[config.mk]
export PLATFORM = sky130hd
export DESIGN_NAME = wifi_credential_length_encoder
export DESIGN_NICKNAME = d
export VERILOG_FILES = /design/src/rtl/core/wcle_pkg.sv /design/src/rtl/core/wcle_ctrl.sv /design/src/rtl/core/wcle_dpath.sv /design/src/rtl/core/wifi_credential_length_encoder.sv
export SDC_FILE = /design/constraint.sdc
export NUM_CORES = 1
export LEC_CHECK = 0
export BUFFER_PORTS_ARGS = -buffer_cell sky130_fd_sc_hd__buf_4
export CORE_MARGIN = 4
export CORE_UTILIZATION = 50
export DETAILED_ROUTE_END_ITERATION = 8
export PLACE_DENSITY = 0.68
export SETUP_SLACK_MARGIN = 0.02
export SLEW_MARGIN = 20
export SYNTH_ARGS = -nofsm -noshare
export SYNTH_HDL_FRONTEND = slang
export SYNTH_SLANG_ARGS = --single-unit
[constraint.sdc]
create_clock -name clock -period 5 [get_ports clock]
set_input_delay 0.5 -clock clock [delete_from_list [all_inputs] [get_ports clock]]
set_output_delay 0.5 -clock clock [all_outputs]
set_load 0.05 [all_outputs]
[src/rtl/core/wcle_pkg.sv]
// Shared constants, types and CRC function for the credential length encoder.
package wcle_pkg;

   // Buffer geometry
   localparam int MAX_BYTES = 128;
   localparam int GROUPS    = (MAX_BYTES + 3) / 4;
   localparam int ADDR_W    = $clog2(MAX_BYTES);
   localparam int GROUP_W   = ADDR_W - 2;
   localparam int COUNT_W   = $clog2(MAX_BYTES + 1);

   // Request function codes
   localparam logic [1:0] FUNC_APPEND = 2'd0;
   localparam logic [1:0] FUNC_FETCH  = 2'd1;
   localparam logic [1:0] FUNC_CLEAR  = 2'd2;

   // Response status codes
   localparam logic [1:0] STATUS_OK       = 2'd0;
   localparam logic [1:0] STATUS_EMPTY    = 2'd1;
   localparam logic [1:0] STATUS_OVERFLOW = 2'd2;

   // Controller to datapath commands
   typedef struct packed {
      logic capture;
      logic append;
      logic clear;
      logic fetch;
   } cmd_type;

   // Datapath to controller status
   typedef struct packed {
      logic rsp_free;
   } stat_type;

   // CRC-8 Dallas/Maxim of one byte, init zero
   function automatic logic [7:0] crc8_byte(input logic [7:0] a);
      logic [7:0] c;
      logic [7:0] d;
      c = 8'h00;
      d = a;
      for (int k = 0; k < 8; k++) begin
         if ((c[0] ^ d[0]) == 1'b1) begin
            c = ((c ^ 8'h18) >> 1) | 8'h80;
         end else begin
            c = c >> 1;
         end
         d = d >> 1;
      end
      return c;
   endfunction

endpackage

[src/rtl/core/wcle_ctrl.sv]
// Controller state machine: request handshake and command sequencing.
module wcle_ctrl (
   input  logic              clock,
   input  logic              reset,
   input  logic              req_valid,
   output logic              req_ready,
   input  logic [1:0]        req_func,
   input  wcle_pkg::stat_type stat,
   output wcle_pkg::cmd_type  cmd
);
   import wcle_pkg::*;

   localparam logic [1:0] ST_IDLE   = 2'd0;
   localparam logic [1:0] ST_APPEND = 2'd1;
   localparam logic [1:0] ST_FETCH  = 2'd2;
   localparam logic [1:0] ST_CLEAR  = 2'd3;

   logic [1:0] state_ff;
   logic [1:0] state_in;
   logic       accept;

   assign req_ready = (state_ff == ST_IDLE);
   assign accept    = req_valid && req_ready;

   // Decode the accepted transaction into an execute state
   always_comb begin
      state_in = state_ff;
      case (state_ff)
         ST_IDLE: begin
            if (accept) begin
               case (req_func)
                  FUNC_APPEND: state_in = ST_APPEND;
                  FUNC_FETCH:  state_in = ST_FETCH;
                  FUNC_CLEAR:  state_in = ST_CLEAR;
                  default:     state_in = ST_IDLE;
               endcase
            end
         end
         ST_APPEND: state_in = ST_IDLE;
         ST_CLEAR:  state_in = ST_IDLE;
         ST_FETCH: begin
            // hold until the response register can take the symbol
            if (stat.rsp_free) begin
               state_in = ST_IDLE;
            end
         end
         default: state_in = ST_IDLE;
      endcase
   end

   // Issue datapath commands
   always_comb begin
      cmd.capture = accept;
      cmd.append  = (state_ff == ST_APPEND);
      cmd.clear   = (state_ff == ST_CLEAR);
      cmd.fetch   = (state_ff == ST_FETCH) && stat.rsp_free;
   end

   always_ff @(posedge clock) begin
      if (reset) begin
         state_ff <= ST_IDLE;
      end else begin
         state_ff <= state_in;
      end
   end

endmodule

[src/rtl/core/wcle_dpath.sv]
// Datapath: byte and checksum stores, frame pointer and response register.
module wcle_dpath (
   input  logic              clock,
   input  logic              reset,
   input  wcle_pkg::cmd_type  cmd,
   output wcle_pkg::stat_type stat,
   input  logic [7:0]        req_data_byte,
   input  logic              csr_wr_en,
   input  logic [6:0]        csr_wr_data,
   output logic              rsp_valid,
   input  logic              rsp_ready,
   output logic [8:0]        rsp_symbol,
   output logic              rsp_frame_end,
   output logic [1:0]        rsp_status
);
   import wcle_pkg::*;

   localparam logic [1:0] PHASE_MAGIC  = 2'd0;
   localparam logic [1:0] PHASE_PREFIX = 2'd1;
   localparam logic [1:0] PHASE_GROUPS = 2'd2;

   // Storage
   logic [7:0]         byte_mem [MAX_BYTES];
   logic [7:0]         gc_mem [GROUPS];
   logic [7:0]         byte_rd_ff;
   logic [7:0]         gc_rd_ff;

   // Registers
   logic [7:0]         data_byte_ff;
   logic [COUNT_W-1:0] count_ff, count_in;
   logic [7:0]         ssid_ff, ssid_in;
   logic               overflow_ff, overflow_in;
   logic [1:0]         phase_ff, phase_in;
   logic [GROUP_W-1:0] group_ff, group_in;
   logic [2:0]         slot_ff, slot_in;
   logic [6:0]         pass_len_ff;
   logic [7:0]         gc_run_ff;
   logic               rsp_valid_ff;
   logic [8:0]         rsp_symbol_ff, rsp_symbol_in;
   logic               rsp_frame_end_ff, rsp_frame_end_in;
   logic [1:0]         rsp_status_ff, rsp_status_in;

   // Append path
   logic               full;
   logic [ADDR_W-1:0]  pos;
   logic [GROUP_W-1:0] app_group;
   logic [7:0]         seed;
   logic [7:0]         gc_new;
   logic               ssid_hit;

   // Fetch path
   logic [ADDR_W-1:0]  rd_addr;
   logic [7:0]         len8;
   logic [7:0]         pl8;
   logic [7:0]         pl_crc;
   logic [COUNT_W-1:0] remain;
   logic               last_group;
   logic [2:0]         group_size;
   logic               group_done;

   assign stat.rsp_free = !rsp_valid_ff || rsp_ready;

   // Running group checksum and SSID checksum for the next byte
   assign full      = (count_ff == COUNT_W'(MAX_BYTES));
   assign pos       = count_ff[ADDR_W-1:0];
   assign app_group = pos[ADDR_W-1:2];
   assign seed      = (pos[1:0] == 2'd0) ? crc8_byte(8'(app_group)) : gc_run_ff;
   assign gc_new    = crc8_byte(seed ^ data_byte_ff);
   assign ssid_hit  = 8'(count_ff) > {1'b0, pass_len_ff};

   // Symbol fields
   assign rd_addr    = {group_ff, slot_ff[1:0] - 2'd2};
   assign len8       = 8'(count_ff);
   assign pl8        = {1'b0, pass_len_ff};
   assign pl_crc     = crc8_byte(pl8);
   assign remain     = count_ff - COUNT_W'({group_ff, 2'b00});
   assign last_group = (remain <= COUNT_W'(4));
   assign group_size = last_group ? remain[2:0] : 3'd4;
   assign group_done = (slot_ff >= group_size + 3'd1);

   // Next state of counters, checksums, pointer and response
   always_comb begin
      count_in         = count_ff;
      ssid_in          = ssid_ff;
      overflow_in      = overflow_ff;
      phase_in         = phase_ff;
      group_in         = group_ff;
      slot_in          = slot_ff;
      rsp_symbol_in    = 9'h000;
      rsp_frame_end_in = 1'b0;
      rsp_status_in    = overflow_ff ? STATUS_OVERFLOW : STATUS_OK;

      if (cmd.append) begin
         if (full) begin
            overflow_in = 1'b1;
         end else begin
            count_in = count_ff + COUNT_W'(1);
            if (ssid_hit) begin
               ssid_in = crc8_byte(ssid_ff ^ data_byte_ff);
            end
         end
      end

      if (cmd.clear) begin
         count_in    = '0;
         ssid_in     = 8'h00;
         overflow_in = 1'b0;
         phase_in    = PHASE_MAGIC;
         group_in    = '0;
         slot_in     = 3'd0;
      end

      if (cmd.fetch) begin
         if (count_ff == '0) begin
            rsp_status_in = STATUS_EMPTY;
         end else begin
            case (phase_ff)
               PHASE_MAGIC: begin
                  case (slot_ff)
                     3'd0: rsp_symbol_in = (len8[7:4] == 4'h0) ? 9'h008
                                                               : {5'h00, len8[7:4]};
                     3'd1: rsp_symbol_in = {5'h01, len8[3:0]};
                     3'd2: rsp_symbol_in = {5'h02, ssid_ff[7:4]};
                     default: rsp_symbol_in = {5'h03, ssid_ff[3:0]};
                  endcase
                  if (slot_ff >= 3'd3) begin
                     phase_in = PHASE_PREFIX;
                     slot_in  = 3'd0;
                  end else begin
                     slot_in = slot_ff + 3'd1;
                  end
               end
               PHASE_PREFIX: begin
                  case (slot_ff)
                     3'd0: rsp_symbol_in = {5'h04, pl8[7:4]};
                     3'd1: rsp_symbol_in = {5'h05, pl8[3:0]};
                     3'd2: rsp_symbol_in = {5'h06, pl_crc[7:4]};
                     default: rsp_symbol_in = {5'h07, pl_crc[3:0]};
                  endcase
                  if (slot_ff >= 3'd3) begin
                     phase_in = PHASE_GROUPS;
                     group_in = '0;
                     slot_in  = 3'd0;
                  end else begin
                     slot_in = slot_ff + 3'd1;
                  end
               end
               PHASE_GROUPS: begin
                  case (slot_ff)
                     3'd0: rsp_symbol_in = 9'h080 | {1'b0, gc_rd_ff};
                     3'd1: rsp_symbol_in = 9'h080 | 9'(group_ff);
                     default: rsp_symbol_in = 9'h100 | {1'b0, byte_rd_ff};
                  endcase
                  if (group_done) begin
                     if (last_group) begin
                        rsp_frame_end_in = 1'b1;
                        phase_in         = PHASE_MAGIC;
                        group_in         = '0;
                     end else begin
                        group_in = group_ff + GROUP_W'(1);
                     end
                     slot_in = 3'd0;
                  end else begin
                     slot_in = slot_ff + 3'd1;
                  end
               end
               default: begin
                  phase_in = PHASE_MAGIC;
                  group_in = '0;
                  slot_in  = 3'd0;
               end
            endcase
         end
      end
   end

   // Write stores on append; read at the frame pointer every cycle
   always_ff @(posedge clock) begin
      if (cmd.append && !full) begin
         byte_mem[pos]      <= data_byte_ff;
         gc_mem[app_group]  <= gc_new;
      end
      byte_rd_ff <= byte_mem[rd_addr];
      gc_rd_ff   <= gc_mem[group_ff];
   end

   // Payload registers
   always_ff @(posedge clock) begin
      if (cmd.capture) begin
         data_byte_ff <= req_data_byte;
      end
      if (cmd.append && !full) begin
         gc_run_ff <= gc_new;
      end
      if (cmd.fetch) begin
         rsp_symbol_ff    <= rsp_symbol_in;
         rsp_frame_end_ff <= rsp_frame_end_in;
         rsp_status_ff    <= rsp_status_in;
      end
   end

   // Control registers
   always_ff @(posedge clock) begin
      if (reset) begin
         count_ff     <= '0;
         ssid_ff      <= 8'h00;
         overflow_ff  <= 1'b0;
         phase_ff     <= PHASE_MAGIC;
         group_ff     <= '0;
         slot_ff      <= 3'd0;
         pass_len_ff  <= 7'd0;
         rsp_valid_ff <= 1'b0;
      end else begin
         count_ff    <= count_in;
         ssid_ff     <= ssid_in;
         overflow_ff <= overflow_in;
         phase_ff    <= phase_in;
         group_ff    <= group_in;
         slot_ff     <= slot_in;
         if (csr_wr_en) begin
            pass_len_ff <= csr_wr_data;
         end
         if (cmd.fetch) begin
            rsp_valid_ff <= 1'b1;
         end else if (rsp_ready) begin
            rsp_valid_ff <= 1'b0;
         end
      end
   end

   assign rsp_valid     = rsp_valid_ff;
   assign rsp_symbol    = rsp_symbol_ff;
   assign rsp_frame_end = rsp_frame_end_ff;
   assign rsp_status    = rsp_status_ff;

endmodule

[src/rtl/core/wifi_credential_length_encoder.sv]
// Top level of the credential packet-length symbol encoder.
// Append and clear: executed in the cycle after acceptance, then ready again.
// Fetch: symbol registered from the registered byte and checksum store reads once
// the response register is free; the request side stays busy until then.
// Unused function code: taken without an execute state, no response.
// Reset (synchronous, active high) clears the count, SSID checksum, frame pointer and
// password length; the byte and group checksum stores are not cleared.
module wifi_credential_length_encoder (
   input  logic       clock,
   input  logic       reset,
   input  logic       req_valid,
   output logic       req_ready,
   input  logic [1:0] req_func,
   input  logic [7:0] req_data_byte,
   output logic       rsp_valid,
   input  logic       rsp_ready,
   output logic [8:0] rsp_symbol,
   output logic       rsp_frame_end,
   output logic [1:0] rsp_status,
   input  logic       csr_wr_en,
   input  logic [6:0] csr_wr_data
);
   import wcle_pkg::*;

   cmd_type  cmd;
   stat_type stat;

   wcle_ctrl u_ctrl (
      .clock     (clock),
      .reset     (reset),
      .req_valid (req_valid),
      .req_ready (req_ready),
      .req_func  (req_func),
      .stat      (stat),
      .cmd       (cmd)
   );

   wcle_dpath u_dpath (
      .clock         (clock),
      .reset         (reset),
      .cmd           (cmd),
      .stat          (stat),
      .req_data_byte (req_data_byte),
      .csr_wr_en     (csr_wr_en),
      .csr_wr_data   (csr_wr_data),
      .rsp_valid     (rsp_valid),
      .rsp_ready     (rsp_ready),
      .rsp_symbol    (rsp_symbol),
      .rsp_frame_end (rsp_frame_end),
      .rsp_status    (rsp_status)
   );

endmodule

Word level (Yosys, flattened, before mapping)
Memory sizes are Yosys's and may differ from the RTL's. A register that Yosys moved wholly into a read port is not among the register bits.
Index checks and enable logic that the tools add are counted.

storage, ports and cells
  ROM bits = 0
  RAM bits = 1,280
  memories = 2
  bits in registers = 65
  latch bits = 0

memory list
  memory            words  width  rd ports  clocked after memory_dff  wr ports  line              text
  u_dpath.byte_mem  128    8      1         1                         1         wcle_dpath.sv:23  logic [7:0] byte_mem [MAX_BYTES];
  u_dpath.gc_mem    32     8      1         1                         1         wcle_dpath.sv:24  logic [7:0] gc_mem [GROUPS];

operators by class
  reduce and logical (&&, ||, !) cells = 22
  $add $sub $neg = 6
  multiplexer cells = 91
  order comparisons = 4
  multiply operators = 0
  equality and inequality tests = 12
  bitwise operators = 57
  div/mod/pow operators = 0
  shift operators = 0

operators by type and width
  kind                                                                               number
  8-bit 2-to-1 mux                                                                   54
  2-bit NOT                                                                          28
  6-bit case mux with 3 select lines                                                 2
  5-bit 2-to-1 mux                                                                   6
  9-bit case mux with 3 select lines                                                 1
  1-bit bitwise XOR                                                                  24
  2-bit 2-to-1 mux                                                                   10
  3-bit 2-to-1 mux                                                                   6
  2-bit case mux with 3 select lines                                                 3
  9-bit case mux with 2 select lines                                                 1
  8-bit bitwise XOR                                                                  2
  5-bit case mux with 3 select lines                                                 1
  8-bit by 1-bit adder with 8-bit output (second input constant)                     1
  2-bit == test (second input constant)                                              4
  8-bit == test (second input constant)                                              1
  8-bit by 7-bit > comparator with 1-bit output                                      1
  8-bit by 3-bit less-or-equal comparator with 1-bit output (second input constant)  1
  2-bit zero test                                                                    4
  8-bit zero test                                                                    1
  8-bit by 7-bit subtractor with 8-bit output                                        1
  3-bit by 1-bit adder with 3-bit output (second input constant)                     2
  2-bit by 1-bit == test with 1-bit output (second input constant)                   3
  3-bit case mux with 2 select lines                                                 1
  2-bit AND reduction                                                                3
  other kinds (20)                                                                   31

Logic depth before layout (Yosys ltp)
Gate-level depths: netlist (run 1).

  word-level depth = 37
  depth in mapped cells = 20
  gate-level depth less buffers = 17

Modules after synthesis
Synthesis (run 1) repeated with hierarchy kept, for this count alone.

second synthesis, totals
  cells, all modules = 2,509
  area, all modules = 52,833.2 µm²

modules (own cells, without submodules)
  module      times used  cells an instance  sequential area each (µm²)  area each (µm²)
  wcle_dpath  1           2,491              39,317.7                    52,673.0
  wcle_ctrl   1           18                 40.0                        160.2

Worst setup path before layout (run 1)
OpenSTA, ideal clock, no wires.

  path type = register to register
  start point = register u_dpath.group_ff[1]
  end point = register u_dpath.slot_ff[0]
  setup slack = 0.326 ns
  cell stages (with the launch flop) = 20
  path buffers = 3
  data arrival time = 4.605 ns
  clock period less this slack = 4.674 ns
  setup time = 0.069 ns
  path through = dfxtp_1 > clkbuf_1 > buf_1 > inv_2 > buf_1 > ha_1 > nor2b_1 > o21ai_1 > a21o_1 > a2111o_1 > or2_1 > inv_1 > ha_1 > inv_1 > ha_1 > a21o_1 > a21oi_1 > a21oi_1 > or3_1 > o21ai_1

between the ends
  cells in the longest elaborated chain, start to end = 9

RTL lines
  what                                                       line               text
  start: declaration                                         wcle_dpath.sv:34   logic [GROUP_W-1:0] group_ff, group_in;
  start signal: assignment                                   wcle_dpath.sv:218  group_ff <= group_in;
  8-bit by 7-bit subtractor with 8-bit output                wcle_dpath.sv:76   assign remain = count_ff - COUNT_W'({group_ff, 2'b00});
  8-bit by 3-bit less-or-equal comparator with 1-bit output  wcle_dpath.sv:77   assign last_group = (remain <= COUNT_W'(4));
  3-bit 2-to-1 mux                                           wcle_dpath.sv:78   assign group_size = last_group ? remain[2:0] : 3'd4;
  3-bit by 1-bit adder with 3-bit output                     wcle_dpath.sv:79   assign group_done = (slot_ff >= group_size + 3'd1);
  3-bit >= comparator                                        wcle_dpath.sv:79
  3-bit 2-to-1 mux                                           wcle_dpath.sv:154  if (group_done) begin
  3-bit case mux with 2 select lines                         wcle_dpath.sv:117  case (phase_ff)
  3-bit 2-to-1 mux                                           wcle_dpath.sv:114  if (count_ff == '0) begin
  3-bit 2-to-1 mux                                           wcle_dpath.sv:113  if (cmd.fetch) begin
  end signal: assignment                                     wcle_dpath.sv:219  slot_ff <= slot_in;
  end: declaration                                           wcle_dpath.sv:35   logic [2:0] slot_ff, slot_in;

Every way passes these cells.
A chain may end at the register's enable or synchronous reset.

Worst setup path in the final report (run 1)
  start point = register u_dpath.count_ff[4]
  end point = memory u_dpath.gc_mem[6][1] (data pin)

between the ends
  cells in the longest elaborated chain, start to end = 21
  elaborated cells on any way between the ends = 29
  those cells by class = mux: 15; bitwise: 14

RTL lines
  what                                                                   line               text
  start: declaration                                                     wcle_dpath.sv:30   logic [COUNT_W-1:0] count_ff, count_in;
  start signal: assignment                                               wcle_dpath.sv:214  count_ff <= count_in;
  1-bit bitwise XOR *                                                    wcle_pkg.sv:41     if ((c[0] ^ d[0]) == 1'b1) begin
  8-bit 2-to-1 mux * (4 in a row)                                        wcle_pkg.sv:41
  2-bit NOT (no source line) / 8-bit 2-to-1 mux (equally long branches)  --
  8-bit 2-to-1 mux * (2 in a row)                                        wcle_pkg.sv:41
  8-bit 2-to-1 mux *                                                     wcle_dpath.sv:67   assign seed = (pos[1:0] == 2'd0) ? crc8_byte(8'(app_group)) : gc_run_ff;
  8-bit bitwise XOR *                                                    wcle_dpath.sv:68   assign gc_new = crc8_byte(seed ^ data_byte_ff);
  1-bit bitwise XOR                                                      wcle_pkg.sv:41
  8-bit 2-to-1 mux                                                       wcle_pkg.sv:41
  2-bit NOT (no source line)                                             --
  8-bit 2-to-1 mux (3 in a row)                                          wcle_pkg.sv:41
  1-bit bitwise XOR                                                      wcle_pkg.sv:41
  8-bit 2-to-1 mux                                                       wcle_pkg.sv:41
  2-bit NOT (no source line)                                             --
  8-bit 2-to-1 mux * (2 in a row)                                        wcle_pkg.sv:41
  net u_dpath.gc_new[1]                                                  wcle_dpath.sv:48   logic [7:0] gc_new;
  end: declaration                                                       wcle_dpath.sv:24

The timed path passes the listed nets; every way through them passes the cells marked *.

==> results of run 1 <==
[final cells by class]
type,count,area [um2]
Clock inverter,65,753
Fill cell,7477,44900
Clock buffer,170,3550
Timing Repair Buffer,106,926
Multi-Input combinational cell,1011,12700
Inverter,39,146
Sequential cell,1328,39400
Tap cell,1380,1730
[flip-flops by register name, indices dropped and copies added, names as in the netlist]
register               flops
u_dpath.byte_mem        1024
u_dpath.gc_mem           224
u_dpath.rsp_symbol         9
u_dpath.byte_rd_ff         8
u_dpath.count_ff           8
u_dpath.data_byte_ff       8
u_dpath.gc_run_ff          8
u_dpath.ssid_ff            8
u_dpath.gc_rd_ff           7
u_dpath.pass_len_ff        7
u_dpath.group_ff           5
u_dpath.slot_ff            3
u_ctrl.state_ff            2
u_dpath.phase_ff           2
u_dpath.rsp_status         2
u_dpath.overflow_ff        1
u_dpath.rsp_frame_end      1
u_dpath.rsp_valid          1
[power by group]
part           total (W)  switching, W  internal (W)
Clock            0.00986       0.00410       0.00577
Sequential        0.0126     0.0000265        0.0125
Combinational   0.000835      0.000635      0.000200
Total             0.0233       0.00476        0.0185
[kinds of logic (layout without fill, tap and decap cells)]
logic type	Yosys count	in the layout	synth area share
buf+inv	168	380	0.0132
xor+xnor	68	68	0.0120
mux	420	420	0.176
flops	1328	1328	0.747
simple gates	379	379	0.0299
compound gates	109	109	0.0137
fa+ha+maj	35	35	0.00845
[cells in the mapped netlist, types with 4 or more instances]
| master | instances |
|---|---|
| edfxtp_1 | 1276 |
| mux4_2 | 404 |
| nor2_1 | 215 |
| nand2_1 | 92 |
| clkbuf_1 | 79 |
| dfxtp_1 | 52 |
| xnor2_1 | 47 |
| ha_1 | 34 |
| inv_1 | 31 |
| a21oi_1 | 30 |
| buf_1 | 23 |
| nand3_1 | 22 |
| xor2_1 | 18 |
| buf_2 | 16 |
| o21ai_1 | 14 |
| mux2i_1 | 13 |
| a211oi_1 | 12 |
| a22oi_1 | 11 |
| nor2b_1 | 11 |
| nor3_1 | 11 |
| buf_4 | 10 |
| nand2b_1 | 8 |
| inv_2 | 7 |
| o211ai_1 | 7 |
| a21o_1 | 4 |
| nand4_1 | 4 |
| o21ai_0 | 4 |
[path summary, 6_finish.rpt]
check,from,to,cells past startpoint
min reg2reg,u_dpath.overflow_ff$_SDFFE_PP0P_,u_dpath.overflow_ff$_SDFFE_PP0P_,2
min,csr_wr_data[0],u_dpath.pass_len_ff[0]$_SDFFE_PP0P_,3
max reg2reg,u_dpath.count_ff[4]$_SDFFE_PP0P_,u_dpath.gc_mem[6][1]$_DFFE_PP_,10
max,u_dpath.count_ff[4]$_SDFFE_PP0P_,u_dpath.gc_mem[6][1]$_DFFE_PP_,10
[placed cells by master, fill, tap and decap left out, drive strengths merged, types with 7 or more instances in the layout]
| cell | netlist | routed |
|---|---|---|
| a211oi | 12 | 12 |
| nand3 | 22 | 22 |
| a22oi | 11 | 11 |
| mux2i | 13 | 13 |
| bufinv | 0 | 14 |
| dlygate4sd3 | 0 | 14 |
| nor3 | 12 | 12 |
| buf | 50 | 92 |
| o211ai | 7 | 7 |
| inv | 38 | 41 |
| nand2b | 8 | 8 |
| edfxtp | 1276 | 1276 |
| mux4 | 406 | 406 |
| nor2 | 215 | 215 |
| ha | 34 | 34 |
| clkbuf | 79 | 170 |
| clkinv | 1 | 46 |
| o21ai | 18 | 18 |
| nor2b | 11 | 11 |
| a21oi | 30 | 30 |
| xor2 | 18 | 18 |
| nand2 | 92 | 92 |
| dfxtp | 52 | 52 |
| xnor2 | 48 | 48 |
[per-layer routing]
metal | vias up | global-route usage | part of all wire
met5 | - | 0 | 0
met4 | 0 | 0.0620 | 0.026
met3 | 206 | 0.0406 | 0.080
met2 | 1155 | 0.347 | 0.49
met1 | 13700 | 0.315 | 0.40
li1 | 10500 | - | -
[stage by stage]
step,hold WS (ps),cells,setup WS (ps),instance area (um2)
global route,45.2,4099,464,59200
global placement,472,3849,991,54700
detailed placement,466,3850,750,54800
floorplan,429,2507,326,52700
finish,55.1,4099,711,59200
CTS,5.32,4099,728,59200
[worst max-delay path, delay by kind of cell, from the launching register on]
| kind | cells | cell delay, ps |
|---|---|---|
| AOI/OAI and AO/OA | 1 | 220 |
| buffers and inverters | 2 | 620 |
| xor gates and xnor gates | 6 | 2120 |
| adders and majority gates | 1 | 410 |
| DFF | 1 | 750 |
==> results.cfg, run 1 <==
[global_routing]
antenna_found_initial = 0
grt_pass1_vias = 25900
grt.overflow.total = 0
grt_pass1_wl_um = 178000
grt.total_usage = 0.218
grt_max_degree = 91

[sta]
timing.fmax_mhz = 233
setup_viol = 0
finalClockSkew_ps = 30.8
hold_viol_final = 0
setup_tns_ps = 0
max_slew_margin = 0.274
slew_viol_final = 0
fin_crit_sh = 0.858
tightest_slew_ps = 1080
rsz0062_at_grt = no
period_needed_ps = 4290

[detailed_routing]
drtIter0Drc = 3150
first_pass_iters = 5
postRouteAntennaNets = 0
via_count = 25600
drc = 0
vias_per_cell = 6.24
drt-wirelength-per-cell_um = 29.2
wl_um = 120000

[logic_synthesis]
synth_ff_type = edfxtp_1
synth_area_leaders = edfxtp_1 73%, mux4_2 17%, dfxtp_1 2.0%
syn_area_um2 = 52700
synth_seq_area_share = 0.747
yosysUniqueCellTypes = 60
yosysWarnings = 0
synth_edf_count = 1276
syn_inst = 2507
syn_area_per_cell_um2 = 21.0
synth_nets = 2564
synth_area_leader_cell = edfxtp_1
synth-seq-cells = 1328
netlist.area_leader.share = 0.727
synthArstFlopShare = 0

[power_and_ir_drop]
p_leak_nw = 17.9
irDropWorstVdd_mv = 0.306
total_power_w = 0.0233
cellPowerDensity_nw_per_um2 = 393

[clock_tree]
clkTransAtPathRegs_ps = 60
htree_levels = 4
cts_buffer_depth = 3
cts-root-buf = clkbuf_16
post_cts_buffers = 0
cts-resized-gates = 0
insertion_delay_ps = 740
tritoncts = yes
hold_buffers = 14
cts_buffers = 134
clock_sinks = 1328

[job]
drv_cap = 0

[min_path]
hold_path.class = in2reg

[critical_path]
path_max_fanout = 17
crit_top_cell = xnor2_1
r2r_setup_slack_ps = 710
cp_slowest_cell = dfxtp_1
endpoint_kind = flop
cp.required_ps = 5550
cp.arrival_ps = 4840
crit_chain = inv_1 > ha_1 > xnor2_1 > xnor2_1 > a21oi_1 > xor2_1 > xor2_1 > xnor2_1 > xnor2_2 > buf_4
path_class = reg2reg
cp-start-kind = flop
cpPeakStageDelay_ps = 750

[floorplanning]
initial_core_util = 0.506
rows = 118
dieArea_um2 = 111000
die_h_um = 333
io_pins = 36
dieWidth_um = 333
core_area_um2 = 104000

[finish]
drive_gt1_frac = 0.260
utilization = 0.569
area_growth_pct = 12.3
antennaDiodeCount = 0
nets = 2677

[placement]
port_buffers = 35
place.gp.congestion = 0.862
place_hpwl_um = 71700

[outcome]
status = finished, final reports clean
Note: power is estimated with default switching activity, not from simulation.
==> run 2, diff against run 1 <==
--- a/config.mk
+++ b/config.mk
@@ -5,10 +5,10 @@
 export SDC_FILE = /design/constraint.sdc
 export NUM_CORES = 1
 export LEC_CHECK = 0
-export BUFFER_PORTS_ARGS = -buffer_cell sky130_fd_sc_hd__buf_4
 export CORE_MARGIN = 4
 export CORE_UTILIZATION = 50
 export DETAILED_ROUTE_END_ITERATION = 8
+export DONT_BUFFER_PORTS = 1
 export PLACE_DENSITY = 0.68
 export SETUP_SLACK_MARGIN = 0.02
 export SLEW_MARGIN = 20
==> constraint.sdc (replaced) <==
create_clock -name clock -period 5 [get_ports clock]
set_input_delay 0.5 -clock clock [delete_from_list [all_inputs] [get_ports clock]]
set_output_delay 0.5 -clock clock [all_outputs]
set_load 0.01 [all_outputs]
==> run 2 against run 1 <==
Total power is 0.91% lower. Combinational power shrank 4.0%. Count of clock-buffer cells in the layout unchanged. Final area decreased by 0.36%. Routed wire length down 0.49%. Sequential share of layout area grew 0.24 points. Worst hold slack improved by 3.1 ps. Global-route usage fell by 0.11 points. First-iteration DRC count up 0.25%. Sequential power about the same. Utilization is 0.21 points lower. Clock power decreased by 2%. Largest power group unchanged.
==> results.cfg, run 2 (synthesized netlist as in run 1, its figures left out) <==
[critical_path]
cpPeakStageDelay_ps = 630
crit_top_cell = inv_1
crit_chain = inv_1 > fa_1 > xor2_1 > o211ai_1 > a2111o_1 > or2_1 > inv_1 > ha_1 > inv_1 > ha_1 > a21o_1 > a21oi_1 > a21oi_1 > or3_1 > o21ai_1
cp-start-kind = flop
reg2reg_depth = 15
cp.required_ps = 5660
cp.arrival_ps = 5120
cp_slowest_cell = a21oi_1
path_class = reg2reg
path_max_fanout = 10
endpoint_kind = flop

[placement]
place_hpwl_um = 69900
port_buffers = 0
place.gp.congestion = 0.885
dp.cells = 3813

[detailed_routing]
met2_length_um = 59600
via_count = 25200
drt-wirelength-per-cell_um = 29.2
drc = 0
postRouteAntennaNets = 0
wl_um = 119000
top_layer = met4
met3_length_um = 8470
vias_per_cell = 6.19
drtIter0Drc = 3158
first_pass_iters = 5
m1WireLength_um = 47400

[clock_tree]
clock_sinks = 1328
htree_levels = 4
hold_buffers = 24
post_cts_buffers = 0
tritoncts = yes
cts-resized-gates = 0
clkTransAtPathRegs_ps = 60
cts-root-buf = clkbuf_16
cts_buffer_depth = 3
insertion_delay_ps = 740
cts_buffers = 136

[power_and_ir_drop]
irDropWorstVdd_mv = 0.359
total_power_w = 0.0231
cellPowerDensity_nw_per_um2 = 391
p_leak_nw = 17.8

[finish]
drive_gt1_frac = 0.247
nets = 2652
antennaDiodeCount = 0
mostFrequentLayoutCells = 1276 x edfxtp_1, 404 x mux4_2, 214 x nor2_1
multi_input_area_um2 = 12700
seq_area_um2 = 39400
largest_reg_flops = 1024
area_growth_pct = 11.9
top_register = u_dpath.byte_mem
layout_commonest_cell = edfxtp_1
fill_cells = 7484
fin_cells = 4076

[global_routing]
grt.total_usage = 0.217
antenna_found_initial = 1
grt_pass1_vias = 25900
grt.overflow.total = 0
grt_pass1_wl_um = 177000
grt_max_degree = 126

[sta]
max_slew_margin = 0.263
setup_viol = 0
hold_viol_final = 0
rsz0062_at_grt = no
setup_tns_ps = 0
period_needed_ps = 4460
timing.fmax_mhz = 224
tightest_slew_ps = 1100
slew_viol_final = 0
finalClockSkew_ps = 27.3
fin_crit_sh = 0.892

[floorplanning]
io_pins = 36
die_h_um = 333
rows = 118
initial_core_util = 0.506
dieWidth_um = 333
core_area_um2 = 104000
dieArea_um2 = 111000

[job]
drv_cap = 0

[outcome]
status = finished, final reports clean

[min_path]
hold_path.class = in2reg
whs_path_depth = 4
[run 2: worst paths after layout]
| check | from | endpoint | slack [ps] |
|---|---|---|---|
| setup / recovery | u_dpath.count_ff[3]$_SDFFE_PP0P_ | u_dpath.slot_ff[2]$_SDFF_PP0_ | 540 |
| hold / removal | req_valid | u_ctrl.state_ff[1]$_SDFFE_PP0P_ | 60 |
| setup reg to reg | u_dpath.count_ff[3]$_SDFFE_PP0P_ | u_dpath.slot_ff[2]$_SDFF_PP0_ | 540 |
| hold reg to reg | u_dpath.overflow_ff$_SDFFE_PP0P_ | u_dpath.overflow_ff$_SDFFE_PP0P_ | 500 |
[run 2: final cells by class]
type / instances / area share
repair buffers: 79 / 0.0130
clock inverters: 69 / 0.00988
clock buffers: 170 / 0.0622
well taps: 1380 / 0.0293
multi-input cells: 1011 / 0.216
flip-flops and latches: 1328 / 0.667
inverters: 39 / 0.00248
[run 2: critical path: cells and delay by family, from the launching register on]
kind,cells,cell delay (ps)
AO/OA/AOI/OAI,6,1650
XOR/XNOR,1,220
adder cells (fa/ha/maj),3,920
buffers and inverters,3,360
flip-flops,1,570
AND/OR/NAND/NOR,2,650
[run 2: per-layer routing]
layer  global-route usage  up-vias
li1                     -    10500
met1                0.305    13500
met2                0.353     1093
met3               0.0387      202
met4               0.0665        0
met5                    0        -
[run 2: power breakdown]
part	leakage, nW	internal, W	total [W]	switching [W]
clock	2.06	0.00557	0.00968	0.00411
sequential	11.9	0.0125	0.0126	0.0000279
combinational	3.78	0.000192	0.000802	0.000610
[run 2: metrics by stage]
stage,setup WS [ps],utilization,instance area (um2),hold slack (ps)
2_1_floorplan,326,-,52700,429
3_3_place_gp,686,0.524,54500,474
3_5_place_dp,612,0.524,54500,484
4_1_cts,580,0.567,59000,6.12
5_1_grt,182,0.567,59000,64.6
6_report,539,0.567,59000,58.3
